$ cat config.mk
export PLATFORM = sky130hd
export DESIGN_NAME = pwm_period_duty_capture_unit
export DESIGN_NICKNAME = d
export VERILOG_FILES = /design/src/hdl/pcap_pkg.sv /design/src/hdl/pcap_ctrl.sv /design/src/hdl/pcap_datapath.sv /design/src/hdl/pwm_period_duty_capture_unit.sv
export SDC_FILE = /design/constraint.sdc
export NUM_CORES = 2
export LEC_CHECK = 0
export ABC_AREA = 1
export ABC_CLOCK_PERIOD_IN_PS = 17020
export BUFFER_PORTS_ARGS = -buffer_cell sky130_fd_sc_hd__clkbuf_2
export CAP_MARGIN = 25
export CORE_UTILIZATION = 65
export CTS_CLUSTER_SIZE = 14
export DETAILED_ROUTE_END_ITERATION = 7
export MAX_ROUTING_LAYER = met4
export PLACE_DENSITY = 0.83
export SYNTH_ARGS = -nofsm -noshare
export SYNTH_HDL_FRONTEND = slang
export SYNTH_SLANG_ARGS = --single-unit
$ cat constraint.sdc
create_clock -name aclk -period 17.02 [get_ports aclk]
set_clock_uncertainty 0.1 [all_clocks]
set_input_delay 1.702 -clock aclk [delete_from_list [all_inputs] [get_ports aclk]]
set_output_delay 1.702 -clock aclk [all_outputs]
set_load 0.02 [all_outputs]
$ cat src/hdl/pcap_pkg.sv
// Shared types and constants for the PWM period and duty capture unit.
`timescale 1ns / 1ps

package pcap_pkg;

    localparam int OVF_BITS    = 16;
    localparam int WEIGHT_BITS = 17;
    localparam int COUNT_BITS  = 16;
    localparam int SPAN_BITS   = 32;
    localparam int PROD_BITS   = OVF_BITS + WEIGHT_BITS;
    localparam int DUTY_BITS   = 7;
    localparam int DVD_BITS    = SPAN_BITS + DUTY_BITS;
    localparam int DIV_STEPS   = DVD_BITS;
    localparam int CNT_BITS    = $clog2(DIV_STEPS);

    localparam logic [OVF_BITS-1:0]    OVF_MAX       = {OVF_BITS{1'b1}};
    localparam logic [WEIGHT_BITS-1:0] WEIGHT_RESET  = 17'd65535;
    localparam logic [DUTY_BITS-1:0]   DUTY_MAX      = 7'd100;
    localparam logic [CNT_BITS-1:0]    DIV_LAST_STEP = CNT_BITS'(DIV_STEPS - 1);

    // Capture edge slots
    localparam logic [1:0] EDGE_FIRST  = 2'd0;
    localparam logic [1:0] EDGE_SECOND = 2'd1;
    localparam logic [1:0] EDGE_THIRD  = 2'd2;

    // Register index of overflow_weight
    localparam logic REG_OVERFLOW_WEIGHT = 1'b0;

    typedef enum logic [2:0] {
        ST_IDLE,
        ST_MUL_P,
        ST_SUM_P,
        ST_MUL_H,
        ST_SUM_H,
        ST_SCALE,
        ST_DIV,
        ST_DONE
    } state_t;

    typedef struct packed {
        logic accept;
        logic mul_p;
        logic sum_p;
        logic mul_h;
        logic sum_h;
        logic scale;
        logic div_step;
        logic publish;
    } cmd_t;

    typedef struct packed {
        logic third_edge;
        logic zero_period;
        logic div_last;
        logic out_free;
    } status_t;

endpackage

$ cat src/hdl/pcap_ctrl.sv
// Sequencer for the capture unit: item accept, span arithmetic, divide, publish.
`timescale 1ns / 1ps

module pcap_ctrl (
    input  logic              aclk,
    input  logic              aresetn,
    input  logic              s_tvalid,
    output logic              s_tready,
    input  pcap_pkg::status_t status,
    output pcap_pkg::cmd_t    cmd
);

    pcap_pkg::state_t state_reg;
    pcap_pkg::state_t state_next;

    always_ff @(posedge aclk) begin
        if (!aresetn) begin
            state_reg <= pcap_pkg::ST_IDLE;
        end else begin
            state_reg <= state_next;
        end
    end

    always_comb begin
        state_next = state_reg;
        cmd        = '0;
        s_tready   = 1'b0;
        case (state_reg)
            pcap_pkg::ST_IDLE: begin
                s_tready   = 1'b1;
                cmd.accept = s_tvalid;
                if (s_tvalid && status.third_edge) begin
                    state_next = pcap_pkg::ST_MUL_P;
                end
            end
            pcap_pkg::ST_MUL_P: begin
                cmd.mul_p  = 1'b1;
                state_next = pcap_pkg::ST_SUM_P;
            end
            pcap_pkg::ST_SUM_P: begin
                cmd.sum_p  = 1'b1;
                state_next = pcap_pkg::ST_MUL_H;
            end
            pcap_pkg::ST_MUL_H: begin
                cmd.mul_h  = 1'b1;
                state_next = pcap_pkg::ST_SUM_H;
            end
            pcap_pkg::ST_SUM_H: begin
                cmd.sum_h  = 1'b1;
                state_next = pcap_pkg::ST_SCALE;
            end
            pcap_pkg::ST_SCALE: begin
                cmd.scale  = 1'b1;
                // zero period: no divide, duty is forced to 0
                state_next = status.zero_period ? pcap_pkg::ST_DONE : pcap_pkg::ST_DIV;
            end
            pcap_pkg::ST_DIV: begin
                cmd.div_step = 1'b1;
                if (status.div_last) begin
                    state_next = pcap_pkg::ST_DONE;
                end
            end
            pcap_pkg::ST_DONE: begin
                if (status.out_free) begin
                    cmd.publish = 1'b1;
                    state_next  = pcap_pkg::ST_IDLE;
                end
            end
            default: begin
                state_next = pcap_pkg::ST_IDLE;
            end
        endcase
    end

endmodule

$ cat src/hdl/pcap_datapath.sv
// Capture state, span multiply/add, serial duty divider and output register.
`timescale 1ns / 1ps

module pcap_datapath (
    input  logic                                aclk,
    input  logic                                aresetn,
    input  pcap_pkg::cmd_t                      cmd,
    output pcap_pkg::status_t                   status,
    input  logic [pcap_pkg::WEIGHT_BITS-1:0]    overflow_weight,
    input  logic                                s_overflow_seen,
    input  logic                                s_edge_seen,
    input  logic [pcap_pkg::COUNT_BITS-1:0]     s_capture_count,
    input  logic                                s_pin_level,
    output logic                                m_tvalid,
    input  logic                                m_tready,
    output logic [pcap_pkg::SPAN_BITS-1:0]      m_period_counts,
    output logic [pcap_pkg::SPAN_BITS-1:0]      m_high_counts,
    output logic [pcap_pkg::DUTY_BITS-1:0]      m_duty_percent,
    output logic                                m_zero_period
);

    localparam int OB = pcap_pkg::OVF_BITS;
    localparam int CB = pcap_pkg::COUNT_BITS;
    localparam int SB = pcap_pkg::SPAN_BITS;
    localparam int PB = pcap_pkg::PROD_BITS;
    localparam int DB = pcap_pkg::DVD_BITS;
    localparam int QB = pcap_pkg::DUTY_BITS;
    localparam int NB = pcap_pkg::CNT_BITS;

    // capture state
    logic [OB-1:0] ovf_total_reg,  ovf_total_next;
    logic [1:0]    edge_idx_reg,   edge_idx_next;
    logic [CB-1:0] first_reg,      first_next;
    logic [CB-1:0] second_reg,     second_next;
    logic [OB-1:0] ovf_first_reg,  ovf_first_next;
    logic [OB-1:0] ovf_second_reg, ovf_second_next;
    logic          rising_reg,     rising_next;

    // working registers for one measurement
    logic [CB-1:0] count_reg,  count_next;
    logic [OB-1:0] diff_p_reg, diff_p_next;
    logic [OB-1:0] diff_h_reg, diff_h_next;
    logic [PB-1:0] prod_reg,   prod_next;
    logic [SB-1:0] period_reg, period_next;
    logic [SB-1:0] high_reg,   high_next;
    logic [DB-1:0] dvd_reg,    dvd_next;
    logic [SB-1:0] rem_reg,    rem_next;
    logic [NB-1:0] cnt_reg,    cnt_next;

    // output register
    logic          out_valid_reg,  out_valid_next;
    logic [SB-1:0] out_period_reg, out_period_next;
    logic [SB-1:0] out_high_reg,   out_high_next;
    logic [QB-1:0] out_duty_reg,   out_duty_next;
    logic          out_zero_reg,   out_zero_next;

    logic [OB-1:0] ovf_now;
    logic [SB:0]   rem_sh;
    logic          rem_ge;
    logic [QB-1:0] duty_clamped;

    assign ovf_now = ovf_total_reg
                   + OB'(s_overflow_seen && (ovf_total_reg != pcap_pkg::OVF_MAX));

    assign rem_sh = {rem_reg, dvd_reg[DB-1]};
    assign rem_ge = rem_sh >= {1'b0, period_reg};

    assign duty_clamped = (dvd_reg > DB'(pcap_pkg::DUTY_MAX)) ? pcap_pkg::DUTY_MAX
                                                              : dvd_reg[QB-1:0];

    assign status.third_edge  = s_edge_seen && (edge_idx_reg == pcap_pkg::EDGE_THIRD);
    assign status.zero_period = (period_reg == '0);
    assign status.div_last    = (cnt_reg == pcap_pkg::DIV_LAST_STEP);
    assign status.out_free    = !out_valid_reg || m_tready;

    always_comb begin
        ovf_total_next  = ovf_total_reg;
        edge_idx_next   = edge_idx_reg;
        first_next      = first_reg;
        second_next     = second_reg;
        ovf_first_next  = ovf_first_reg;
        ovf_second_next = ovf_second_reg;
        rising_next     = rising_reg;
        count_next      = count_reg;
        diff_p_next     = diff_p_reg;
        diff_h_next     = diff_h_reg;
        prod_next       = prod_reg;
        period_next     = period_reg;
        high_next       = high_reg;
        dvd_next        = dvd_reg;
        rem_next        = rem_reg;
        cnt_next        = cnt_reg;
        out_period_next = out_period_reg;
        out_high_next   = out_high_reg;
        out_duty_next   = out_duty_reg;
        out_zero_next   = out_zero_reg;
        out_valid_next  = out_valid_reg && !m_tready;

        if (cmd.accept) begin
            ovf_total_next = ovf_now;
            if (s_edge_seen) begin
                case (edge_idx_reg)
                    pcap_pkg::EDGE_FIRST: begin
                        first_next     = s_capture_count;
                        ovf_first_next = ovf_now;
                        rising_next    = s_pin_level;
                        edge_idx_next  = pcap_pkg::EDGE_SECOND;
                    end
                    pcap_pkg::EDGE_SECOND: begin
                        second_next     = s_capture_count;
                        ovf_second_next = ovf_now;
                        edge_idx_next   = pcap_pkg::EDGE_THIRD;
                    end
                    pcap_pkg::EDGE_THIRD: begin
                        count_next  = s_capture_count;
                        diff_p_next = ovf_now - ovf_first_reg;
                        diff_h_next = rising_reg ? (ovf_second_reg - ovf_first_reg)
                                                 : (ovf_now - ovf_second_reg);
                        // restart: captures and edge polarity are kept
                        edge_idx_next   = pcap_pkg::EDGE_FIRST;
                        ovf_total_next  = '0;
                        ovf_first_next  = '0;
                        ovf_second_next = '0;
                    end
                    default: begin
                    end
                endcase
            end
        end

        if (cmd.mul_p) begin
            prod_next = PB'(diff_p_reg) * PB'(overflow_weight);
        end
        if (cmd.sum_p) begin
            period_next = SB'(count_reg) + prod_reg[SB-1:0] - SB'(first_reg);
        end
        if (cmd.mul_h) begin
            prod_next = PB'(diff_h_reg) * PB'(overflow_weight);
        end
        if (cmd.sum_h) begin
            if (rising_reg) begin
                high_next = SB'(second_reg) + prod_reg[SB-1:0] - SB'(first_reg);
            end else begin
                high_next = SB'(count_reg) + prod_reg[SB-1:0] - SB'(second_reg);
            end
        end
        if (cmd.scale) begin
            dvd_next = DB'(high_reg) * DB'(pcap_pkg::DUTY_MAX);
            rem_next = '0;
            cnt_next = '0;
        end
        if (cmd.div_step) begin
            // restoring divide, one quotient bit per cycle into the dividend
            rem_next = rem_ge ? SB'(rem_sh - {1'b0, period_reg}) : rem_sh[SB-1:0];
            dvd_next = {dvd_reg[DB-2:0], rem_ge};
            cnt_next = cnt_reg + NB'(1);
        end
        if (cmd.publish) begin
            out_valid_next  = 1'b1;
            out_period_next = period_reg;
            out_high_next   = high_reg;
            out_zero_next   = status.zero_period;
            out_duty_next   = status.zero_period ? '0 : duty_clamped;
        end
    end

    always_ff @(posedge aclk) begin
        if (!aresetn) begin
            ovf_total_reg  <= '0;
            edge_idx_reg   <= pcap_pkg::EDGE_FIRST;
            first_reg      <= '0;
            second_reg     <= '0;
            ovf_first_reg  <= '0;
            ovf_second_reg <= '0;
            rising_reg     <= 1'b0;
            out_valid_reg  <= 1'b0;
        end else begin
            ovf_total_reg  <= ovf_total_next;
            edge_idx_reg   <= edge_idx_next;
            first_reg      <= first_next;
            second_reg     <= second_next;
            ovf_first_reg  <= ovf_first_next;
            ovf_second_reg <= ovf_second_next;
            rising_reg     <= rising_next;
            out_valid_reg  <= out_valid_next;
        end
    end

    always_ff @(posedge aclk) begin
        count_reg      <= count_next;
        diff_p_reg     <= diff_p_next;
        diff_h_reg     <= diff_h_next;
        prod_reg       <= prod_next;
        period_reg     <= period_next;
        high_reg       <= high_next;
        dvd_reg        <= dvd_next;
        rem_reg        <= rem_next;
        cnt_reg        <= cnt_next;
        out_period_reg <= out_period_next;
        out_high_reg   <= out_high_next;
        out_duty_reg   <= out_duty_next;
        out_zero_reg   <= out_zero_next;
    end

    assign m_tvalid        = out_valid_reg;
    assign m_period_counts = out_period_reg;
    assign m_high_counts   = out_high_reg;
    assign m_duty_percent  = out_duty_reg;
    assign m_zero_period   = out_zero_reg;

endmodule

$ cat src/hdl/pwm_period_duty_capture_unit.sv
// Top level of the PWM period and duty capture unit with its APB register.
`timescale 1ns / 1ps

// Measures a PWM waveform from timer capture events.
// Input channel (s_): one item per timer event. tuser carries the overflow
// and edge flags, tdata the captured count and the pin level. Events without
// an edge only bump the saturating overflow counter. The first and second
// edges are recorded; the third produces one result item and restarts.
// Result channel (m_): period and high time in timer counts, each extended
// by overflow_weight counts per overflow, plus duty in whole percent
// (clamped to 100); tuser flags a zero period, which forces duty to 0.
// Sequence: non-final events are accepted back to back. The closing edge is
// followed by two multiply/add pairs, a scale by 100 and a 39-step
// restoring divider at one quotient bit per cycle; with a zero period
// the divider is skipped. The result is then loaded into the output register.
// The input accepts nothing while a measurement is being computed.
// The output is a register: a stalled receiver does not block new items
// until the next result is ready and the register is still full.
// Reset (aresetn low, synchronous) clears the capture state, drops any
// pending result and sets overflow_weight back to 65535.
// APB: one register, overflow_weight, at byte address 0 (17 bits used).
module pwm_period_duty_capture_unit (
    input  logic        aclk,
    input  logic        aresetn,

    input  logic        s_tvalid,
    output logic        s_tready,
    input  logic [23:0] s_tdata,   // capture_count[15:0], pin_level[16], zero fill
    input  logic [1:0]  s_tuser,   // overflow_seen[0], edge_seen[1]

    output logic        m_tvalid,
    input  logic        m_tready,
    output logic [71:0] m_tdata,   // period_counts[31:0], high_counts[63:32],
                                   // duty_percent[70:64], zero fill
    output logic [0:0]  m_tuser,   // zero_period[0]

    input  logic        psel,
    input  logic        penable,
    input  logic        pwrite,
    input  logic [2:0]  paddr,
    input  logic [31:0] pwdata,
    output logic [31:0] prdata,
    output logic        pready
);

    localparam int WB = pcap_pkg::WEIGHT_BITS;
    localparam int SB = pcap_pkg::SPAN_BITS;
    localparam int QB = pcap_pkg::DUTY_BITS;

    logic [WB-1:0] weight_reg, weight_next;
    logic          reg_hit;

    pcap_pkg::cmd_t    cmd;
    pcap_pkg::status_t status;

    logic [SB-1:0] period_counts;
    logic [SB-1:0] high_counts;
    logic [QB-1:0] duty_percent;
    logic          zero_period;

    // register decode: word index is paddr[2]
    assign reg_hit = (paddr[2] == pcap_pkg::REG_OVERFLOW_WEIGHT);
    assign pready  = 1'b1;

    always_comb begin
        weight_next = weight_reg;
        if (psel && penable && pwrite && pready && reg_hit) begin
            weight_next = pwdata[WB-1:0];
        end
    end

    always_ff @(posedge aclk) begin
        if (!aresetn) begin
            weight_reg <= pcap_pkg::WEIGHT_RESET;
        end else begin
            weight_reg <= weight_next;
        end
    end

    assign prdata = reg_hit ? {{(32-WB){1'b0}}, weight_reg} : '0;

    pcap_ctrl u_ctrl (
        .aclk     (aclk),
        .aresetn  (aresetn),
        .s_tvalid (s_tvalid),
        .s_tready (s_tready),
        .status   (status),
        .cmd      (cmd)
    );

    pcap_datapath u_datapath (
        .aclk            (aclk),
        .aresetn         (aresetn),
        .cmd             (cmd),
        .status          (status),
        .overflow_weight (weight_reg),
        .s_overflow_seen (s_tuser[0]),
        .s_edge_seen     (s_tuser[1]),
        .s_capture_count (s_tdata[15:0]),
        .s_pin_level     (s_tdata[16]),
        .m_tvalid        (m_tvalid),
        .m_tready        (m_tready),
        .m_period_counts (period_counts),
        .m_high_counts   (high_counts),
        .m_duty_percent  (duty_percent),
        .m_zero_period   (zero_period)
    );

    assign m_tdata = {1'b0, duty_percent, high_counts, period_counts};
    assign m_tuser = zero_period;

endmodule

# --- Word-level counts from Yosys, hierarchy flattened ---
# Index checks and enable logic that the tools add are counted.
word_totals:
  ff_bits: 397
  in_bits: 68
op_classes:
  n_addsub: 11
  multipliers: 3
  magnitude_cmp: 2
  eq_ne: 14
  n_mux: 34
  bitwise: 1
  reduce_logical: 26
ops:
  columns: ["operator", "n"]
  rows:
  - ["2-to-1 mux 32 bit", 6]
  - ["subtractor 32 x 16 -> 32 bit", 3]
  - ["2-to-1 mux 39 bit", 2]
  - ["adder 16 x 32 -> 32 bit", 2]
  - ["multiplier 16 x 17 -> 32 bit", 2]
  - ["one-hot mux 16 bit (2 select lines)", 2]
  - ["2-to-1 mux 16 bit", 3]
  - ["subtractor 16 bit", 3]
  - ["greater-than comparator 39 x 7 -> 1 bit (second input constant)", 1]
  - ["multiplier 32 x 5 -> 37 bit (second input constant)", 1]
  - ["greater-or-equal comparator 33 x 32 -> 1 bit", 1]
  - ["logical NOT 32 bit", 1]
  - ["subtractor 32 bit", 1]
  - ["one-hot mux 3 bit (8 select lines)", 1]
  - ["AND reduction 3 bit", 7]
  - ["2-to-1 mux 17 bit", 1]
  - ["adder 16 x 1 -> 16 bit", 1]
  - ["inequality test 16 bit (second input constant)", 1]
  - ["== test 3 bit (second input constant)", 4]
  - ["2-to-1 mux 1 bit", 12]
  - ["2-to-1 mux 6 bit", 2]
  - ["2-to-1 mux 3 bit", 3]
  - ["nonzero test 2 bit", 4]
  - ["logical AND 1 bit", 7]
  - ["17 further kinds", 20]

# --- Logic depth before layout (Yosys ltp) ---
logic_depth:
  word_depth: 5
  mapped_depth: 30
  mapped_depth_nobuf: 28

# --- Modules after synthesis ---
# From an unflattened synthesis, not the netlist that was laid out.
hier_totals:
  cells_unflattened: 6121
  area_unflattened_um2: 47460.5
modules_own_cells:
  columns: ["mod", "n_inst", "cells_per_inst", "area_per_inst_um2"]
  rows:
  - ["pcap_datapath", 1, 5926, 46208.1]
  - ["pwm_period_duty_capture_unit", 1, 137, 914.6]
  - ["pcap_ctrl", 1, 58, 337.8]

# --- Worst setup path after synthesis ---
# No wires, ideal clock.
synth_path:
  kind: "register -> register"
  start: "register u_datapath.diff_p_reg[8]"
  end: "register u_datapath.prod_reg[21], data pin"
  setup_ps: 258
  arrival_ps: 5544
  t_required_ps: 16662
  path_slack_ps: 11118
  path_stages_with_launch: 24
  cell_sequence: "edfxtp_1 -> clkbuf_1 -> clkbuf_1 -> nand2_1 -> fa_1 -> inv_1 -> fa_1 -> inv_1 -> fa_1 -> inv_1 -> fa_1 -> fa_1 -> inv_1 -> fa_1 -> inv_1 -> ha_1 -> a21o_1 -> a21boi_0 -> o21ai_0 -> a21oi_1 -> o21bai_1 -> or2_2 -> nand3_1 -> nand2_1"
synth_between:
  elab_chain_len: 3
synth_rtl:
  columns: ["element", "line_no", "source"]
  rows:
  - ["from (decl)", "pcap_datapath.sv:41", "logic [OB-1:0] diff_p_reg, diff_p_next;"]
  - ["from (signal assigned)", "pcap_datapath.sv:191", "diff_p_reg <= diff_p_next;"]
  - ["multiplier 16 x 17 -> 32 bit", "pcap_datapath.sv:132", "prod_next = PB'(diff_p_reg) * PB'(overflow_weight);"]
  - ["2-to-1 mux 32 bit", "pcap_datapath.sv:131", "if (cmd.mul_p) begin"]
  - ["2-to-1 mux 32 bit", "pcap_datapath.sv:137", "if (cmd.mul_h) begin"]
  - ["named net u_datapath.prod_next[21]", "pcap_datapath.sv:43", "logic [PB-1:0] prod_reg, prod_next;"]
  - ["to (signal assigned)", "pcap_datapath.sv:193", "prod_reg <= prod_next;"]
  - ["to (decl)", "pcap_datapath.sv:43", null]
# The timed path passes the listed nets, and every way through them passes these cells. The select of a mux whose other input is x is not followed.
# A chain may end at the register's enable or synchronous reset.

# --- Final worst setup path ---
layout_path:
  start: "register weight_reg[7]"
  end: "register u_datapath.prod_reg[22], data pin"
layout_between:
  elab_chain_len: 3
layout_rtl:
  columns: ["element", "line_no", "source"]
  rows:
  - ["from (decl)", "pwm_period_duty_capture_unit.sv:50", "logic [WB-1:0] weight_reg, weight_next;"]
  - ["from (signal assigned)", "pwm_period_duty_capture_unit.sv:74", "weight_reg <= pcap_pkg::WEIGHT_RESET;"]
  - ["from (signal assigned)", "pwm_period_duty_capture_unit.sv:76", "weight_reg <= weight_next;"]
  - ["multiplier 16 x 17 -> 32 bit", "pcap_datapath.sv:132", null]
  - ["2-to-1 mux 32 bit", "pcap_datapath.sv:131", null]
  - ["2-to-1 mux 32 bit (*)", "pcap_datapath.sv:137", null]
  - ["named net u_datapath.prod_next[22]", "pcap_datapath.sv:43", null]
# The timed path passes the listed nets; every way through them passes the cells marked *. The select of a mux whose other input is x is not followed.

==> results.rst <==
.. list-table::
   :header-rows: 1

   * - Metric
     - Value
   * - Num Clock Sinks
     - 397
   * - Part of the power in registers
     - 0.165
   * - Area growth from synthesis to layout
     - 6.273%
   * - Category of the critical setup timing path
     - reg2reg
   * - Tcrit/Tclk final
     - 0.4332
   * - Unrepaired setup endpoints after global routing
     - no
   * - Library cell used as clock root buffer
     - sky130_fd_sc_hd__clkbuf_16
   * - Switching share of total power
     - 0.5420
   * - #FFs+latches synth
     - around 400
   * - Number of warnings issued by yosys
     - 0
   * - Cell variety after synth
     - 61
   * - Leftover overflow at the end of global routing
     - 0
   * - Post-place instance area
     - approximately 0.05 mm2
   * - Summed area of non-filler cells in the final layout
     - 0.05045 mm2
   * - Routed WL per cell
     - 18.39 um
   * - Run status
     - finished clean
   * - Layout cell share with drive strength beyond 1
     - 0.05570
   * - Routed vias
     - approximately 40,000
   * - Number of I/O port buffers
     - roughly 130
   * - Post-Route WL
     - 131,400 um
   * - Global Route Usage Sum
     - 0.3729
   * - TNS Setup
     - 0 ns
   * - Clock input transition at the sequential cells of the worst setup and hold paths
     - 0.06 ns
   * - Mean area per synthesized cell
     - 7.730 um2
   * - Met3 usage in global routing
     - 0.03623
   * - Register area
     - 0.01089 mm2
   * - Max Slew Vio Count
     - 0
   * - Global-route wire length before repair
     - 211,100 um
   * - Full die area
     - roughly 0.074 mm2
   * - Category of the worst setup path launch point
     - flop
   * - Multi-input gate area in the final layout
     - between 0.03 and 0.04 mm2
   * - First-pass DRT Iterations
     - 6
   * - Highest cell delay on the worst timing path
     - 1.02 ns
   * - Critical path fanouts, max
     - 19
   * - Combinational Power Share
     - 0.717
   * - Most common flop cell mapped by yosys
     - sky130_fd_sc_hd__edfxtp_1
   * - Capturing element type of the critical path
     - flop
   * - Post-route DRC violation count
     - 0
   * - Clock buffer depth
     - 3
   * - Top cells by area in the synthesized netlist
     - sky130_fd_sc_hd__fa_1 (20%), sky130_fd_sc_hd__edfxtp_1 (19%), sky130_fd_sc_hd__ha_1 (13%)
   * - Power per standard cell area
     - 176.9 mW/mm2
   * - Net switching power
     - 4.837 mW
   * - Nets@finish
     - just over 7,000
   * - Row cnt
     - 98
   * - Top Ports
     - 176
   * - Share of async-settable or async-resettable flops after synthesis
     - 0
   * - Vias in the first global route
     - 41,320
   * - Period minus WS final
     - 7.372 ns
   * - Met2 GRT Util
     - 0.6324
   * - Initial DRC count
     - 3,058
   * - DP HPWL
     - 103,500 um
   * - Antenna violation net count after detailed routing
     - 0
   * - Average vias per placed instance
     - 5.657
   * - Post-CTS setup repair buffer count
     - 0
   * - CP required
     - 17.23 ns
   * - Busiest grt layer
     - met2
   * - Type of the most critical hold path
     - reg2reg
   * - Internal power component
     - 4.087 mW
   * - Max Clock Freq
     - 0.1356 GHz
   * - Leakage power summed over all cells
     - 26.51 nW
   * - Routability Congestion
     - roughly 0.98
   * - Met1 GRT Util
     - 0.4366
   * - Setup violation total in the final timing report
     - 0
   * - Fin. Hold Viols
     - 0
   * - Number of standard cells after synthesis
     - 6,141
   * - Clock tree from TritonCTS
     - built
   * - Initial Util
     - 0.6606
   * - H-Tree Level Count
     - 2
   * - Worst VDD drop
     - 0.0001642 V
   * - Slew of the pin with the lowest slew margin
     - 1.068 ns
   * - Top cell type by total area after synthesis
     - sky130_fd_sc_hd__fa_1
   * - Total of cells resized after clock tree synthesis
     - 0
   * - Critical Path, Cell by Cell
     - buf_4 > nand2_1 > inv_1 > fa_1 > inv_1 > fa_1 > fa_1 > inv_1 > fa_1 > fa_1 > inv_1 > fa_1 > inv_1 > ha_1 > nand2_1 > inv_1 > nand3_1 > o21ai_0 > nand2_1 > nand2_1 > nor2_1 > a21oi_1 > o21ai_0 > o21ai_0
   * - Buf+Inv Stages, Crit Path
     - 7
   * - Initial antenna violation count
     - 0
   * - Arrival time of data at the critical path endpoint
     - about 7.6 ns
   * - Max reg flops
     - 39
   * - Max cap viols
     - 0
   * - Overall die width
     - 272.2 um
   * - Slowest cell on crit path
     - sky130_fd_sc_hd__dfxtp_1
   * - Number of buffers inserted by hold repair at cts
     - 0
   * - Pin count of the biggest net entering global routing
     - 84
   * - Area share of the largest cell type after synthesis
     - 0.1957
   * - Summed instance area of the synthesized netlist
     - approximately 0.047 mm2
   * - Relative contribution of the clock network to total power
     - 0.118
   * - Fraction of the yosys area taken by sequential cells
     - 0.2292
   * - EDFF count, synth
     - 293
   * - Clock network latency to the later pin of the worst-skew pair
     - ~0.6 ns
   * - Total core area
     - ~0.072 mm2
   * - CP top delay family
     - adder cells
   * - Die height
     - 272.2 um
   * - Number of buffers inserted during clock tree synthesis
     - 47
   * - Slew headroom
     - 0.2872
   * - Filler instances
     - 5,755
[final timing paths]
path                            slack (ns)                      from                            end  cells after the start
worst max-delay path                  9.65             weight_reg[7]        u_datapath.prod_reg[22]                     24
worst max register to register        9.65             weight_reg[7]        u_datapath.prod_reg[22]                     24
worst min register to register        0.38  u_datapath.period_reg[2]  u_datapath.m_period_counts[2]                      0
worst min-delay path                  0.38  u_datapath.period_reg[2]  u_datapath.m_period_counts[2]                      0
[worst reg2reg max path, cell delays in order (launching register included)]
cell and delay, ns:
sky130_fd_sc_hd__dfxtp_1 1.02, sky130_fd_sc_hd__buf_4 0.40, sky130_fd_sc_hd__nand2_1 0.09, sky130_fd_sc_hd__inv_1 0.11
sky130_fd_sc_hd__fa_1 0.39, sky130_fd_sc_hd__inv_1 0.09, sky130_fd_sc_hd__fa_1 0.41, sky130_fd_sc_hd__fa_1 0.51
sky130_fd_sc_hd__inv_1 0.05, sky130_fd_sc_hd__fa_1 0.47, sky130_fd_sc_hd__fa_1 0.55, sky130_fd_sc_hd__inv_1 0.06
sky130_fd_sc_hd__fa_1 0.53, sky130_fd_sc_hd__inv_1 0.04, sky130_fd_sc_hd__ha_1 0.37, sky130_fd_sc_hd__nand2_1 0.09
sky130_fd_sc_hd__inv_1 0.08, sky130_fd_sc_hd__nand3_1 0.06, sky130_fd_sc_hd__o21ai_0 0.58, sky130_fd_sc_hd__nand2_1 0.11
sky130_fd_sc_hd__nand2_1 0.13, sky130_fd_sc_hd__nor2_1 0.08, sky130_fd_sc_hd__a21oi_1 0.24, sky130_fd_sc_hd__o21ai_0 0.12
sky130_fd_sc_hd__o21ai_0 0.42
[metal layers]
layer,vias to the layer above,share of wire
met5,-,0
li1,19190,-
met1,19200,0.39
met4,0,0.063
met3,414,0.064
met2,1622,0.49
[cells in the mapped netlist, types with 37 or more instances]
library cell / n
sky130_fd_sc_hd__nor2_1: 352
sky130_fd_sc_hd__dfxtp_1: 104
sky130_fd_sc_hd__ha_1: 485
sky130_fd_sc_hd__nand4_1: 37
sky130_fd_sc_hd__a21oi_1: 387
sky130_fd_sc_hd__nor3_1: 47
sky130_fd_sc_hd__fa_1: 464
sky130_fd_sc_hd__inv_1: 1388
sky130_fd_sc_hd__edfxtp_1: 293
sky130_fd_sc_hd__clkbuf_1: 185
sky130_fd_sc_hd__xnor2_1: 54
sky130_fd_sc_hd__nand2_1: 1374
sky130_fd_sc_hd__xor2_1: 97
sky130_fd_sc_hd__nand3_1: 174
sky130_fd_sc_hd__o21ai_0: 348
[cell type report]
type	instances	area share
Clock buffer	70	0.02857
Tap cell	950	0.02356
Multi-Input combinational cell	4152	0.6056
Inverter	1392	0.1036
Clock inverter	17	0.003448
Sequential cell	397	0.2159
Timing Repair Buffer	166	0.01925
Antenna cell	3	0.0001488
[stage by stage]
stage / setup WS (ns) / total power, mW / instances / util / hold WS, ns
6_report: 9.648 / 8.925 / 7147 / 0.7021 / 0.3793
5_1_grt: 9.258 / 9.700 / 7144 / 0.7020 / 0.3862
4_1_cts: 9.727 / 8.818 / 7144 / 0.7020 / 0.3745
3_5_place_dp: 9.786 / 7.722 / 7057 / 0.6795 / 0.3658
3_3_place_gp: 9.848 / 7.636 / 7054 / 0.6783 / 0.3681
2_1_floorplan: 11.12 / 5.879 / 6156 / - / 0.3504
[logic make-up (layout without fill, tap and decap cells)]
group / Yosys count / in the layout / synth area share
mux: 2 / 2 / 0.0004481
other cells: 2 / 20 / 0.0001582
fa+ha+maj: 949 / 949 / 0.3235
buf+inv: 1607 / 1645 / 0.1291
compound gates: 937 / 937 / 0.1088
flops: 397 / 397 / 0.2292
xor+xnor: 151 / 151 / 0.02786
simple gates: 2096 / 2096 / 0.1809
[power groups by stage]
stage	logic (mW)	registers (mW)	clock network [mW]
floorplan	4.46	1.42	0
global placement	6.16	1.48	0
detailed placement	6.24	1.48	0
CTS	6.29	1.46	1.07
global route	7.12	1.48	1.10
finish	6.40	1.47	1.06
[cells in the final DEF, fill, tap and decap left out, types with 13 or more instances in the layout]
cell                           n
sky130_fd_sc_hd__fa_1        464
sky130_fd_sc_hd__dfxtp_1      96
sky130_fd_sc_hd__a21o_1       27
sky130_fd_sc_hd__o21bai_1     25
sky130_fd_sc_hd__o21ai_1      13
sky130_fd_sc_hd__xnor2_1      54
sky130_fd_sc_hd__inv_1      1387
sky130_fd_sc_hd__nand2_1    1373
sky130_fd_sc_hd__nand3_1     174
sky130_fd_sc_hd__or2_2        19
sky130_fd_sc_hd__o21a_1       16
sky130_fd_sc_hd__nor4_1       28
sky130_fd_sc_hd__clkbuf_16    51
sky130_fd_sc_hd__a21oi_1     387
sky130_fd_sc_hd__o21ai_0     348
sky130_fd_sc_hd__edfxtp_1    293
sky130_fd_sc_hd__buf_4        29
sky130_fd_sc_hd__nand4_1      37
sky130_fd_sc_hd__nor2_2       20
sky130_fd_sc_hd__nand2_2      22
sky130_fd_sc_hd__a21boi_0     15
sky130_fd_sc_hd__nor2_1      347
sky130_fd_sc_hd__conb_1       17
sky130_fd_sc_hd__a31oi_1      33
sky130_fd_sc_hd__xor2_1       97
sky130_fd_sc_hd__o211ai_1     25
sky130_fd_sc_hd__ha_1        485
sky130_fd_sc_hd__clkbuf_2    134
sky130_fd_sc_hd__nor3_1       47
Note: power is estimated with default switching activity, not from simulation.
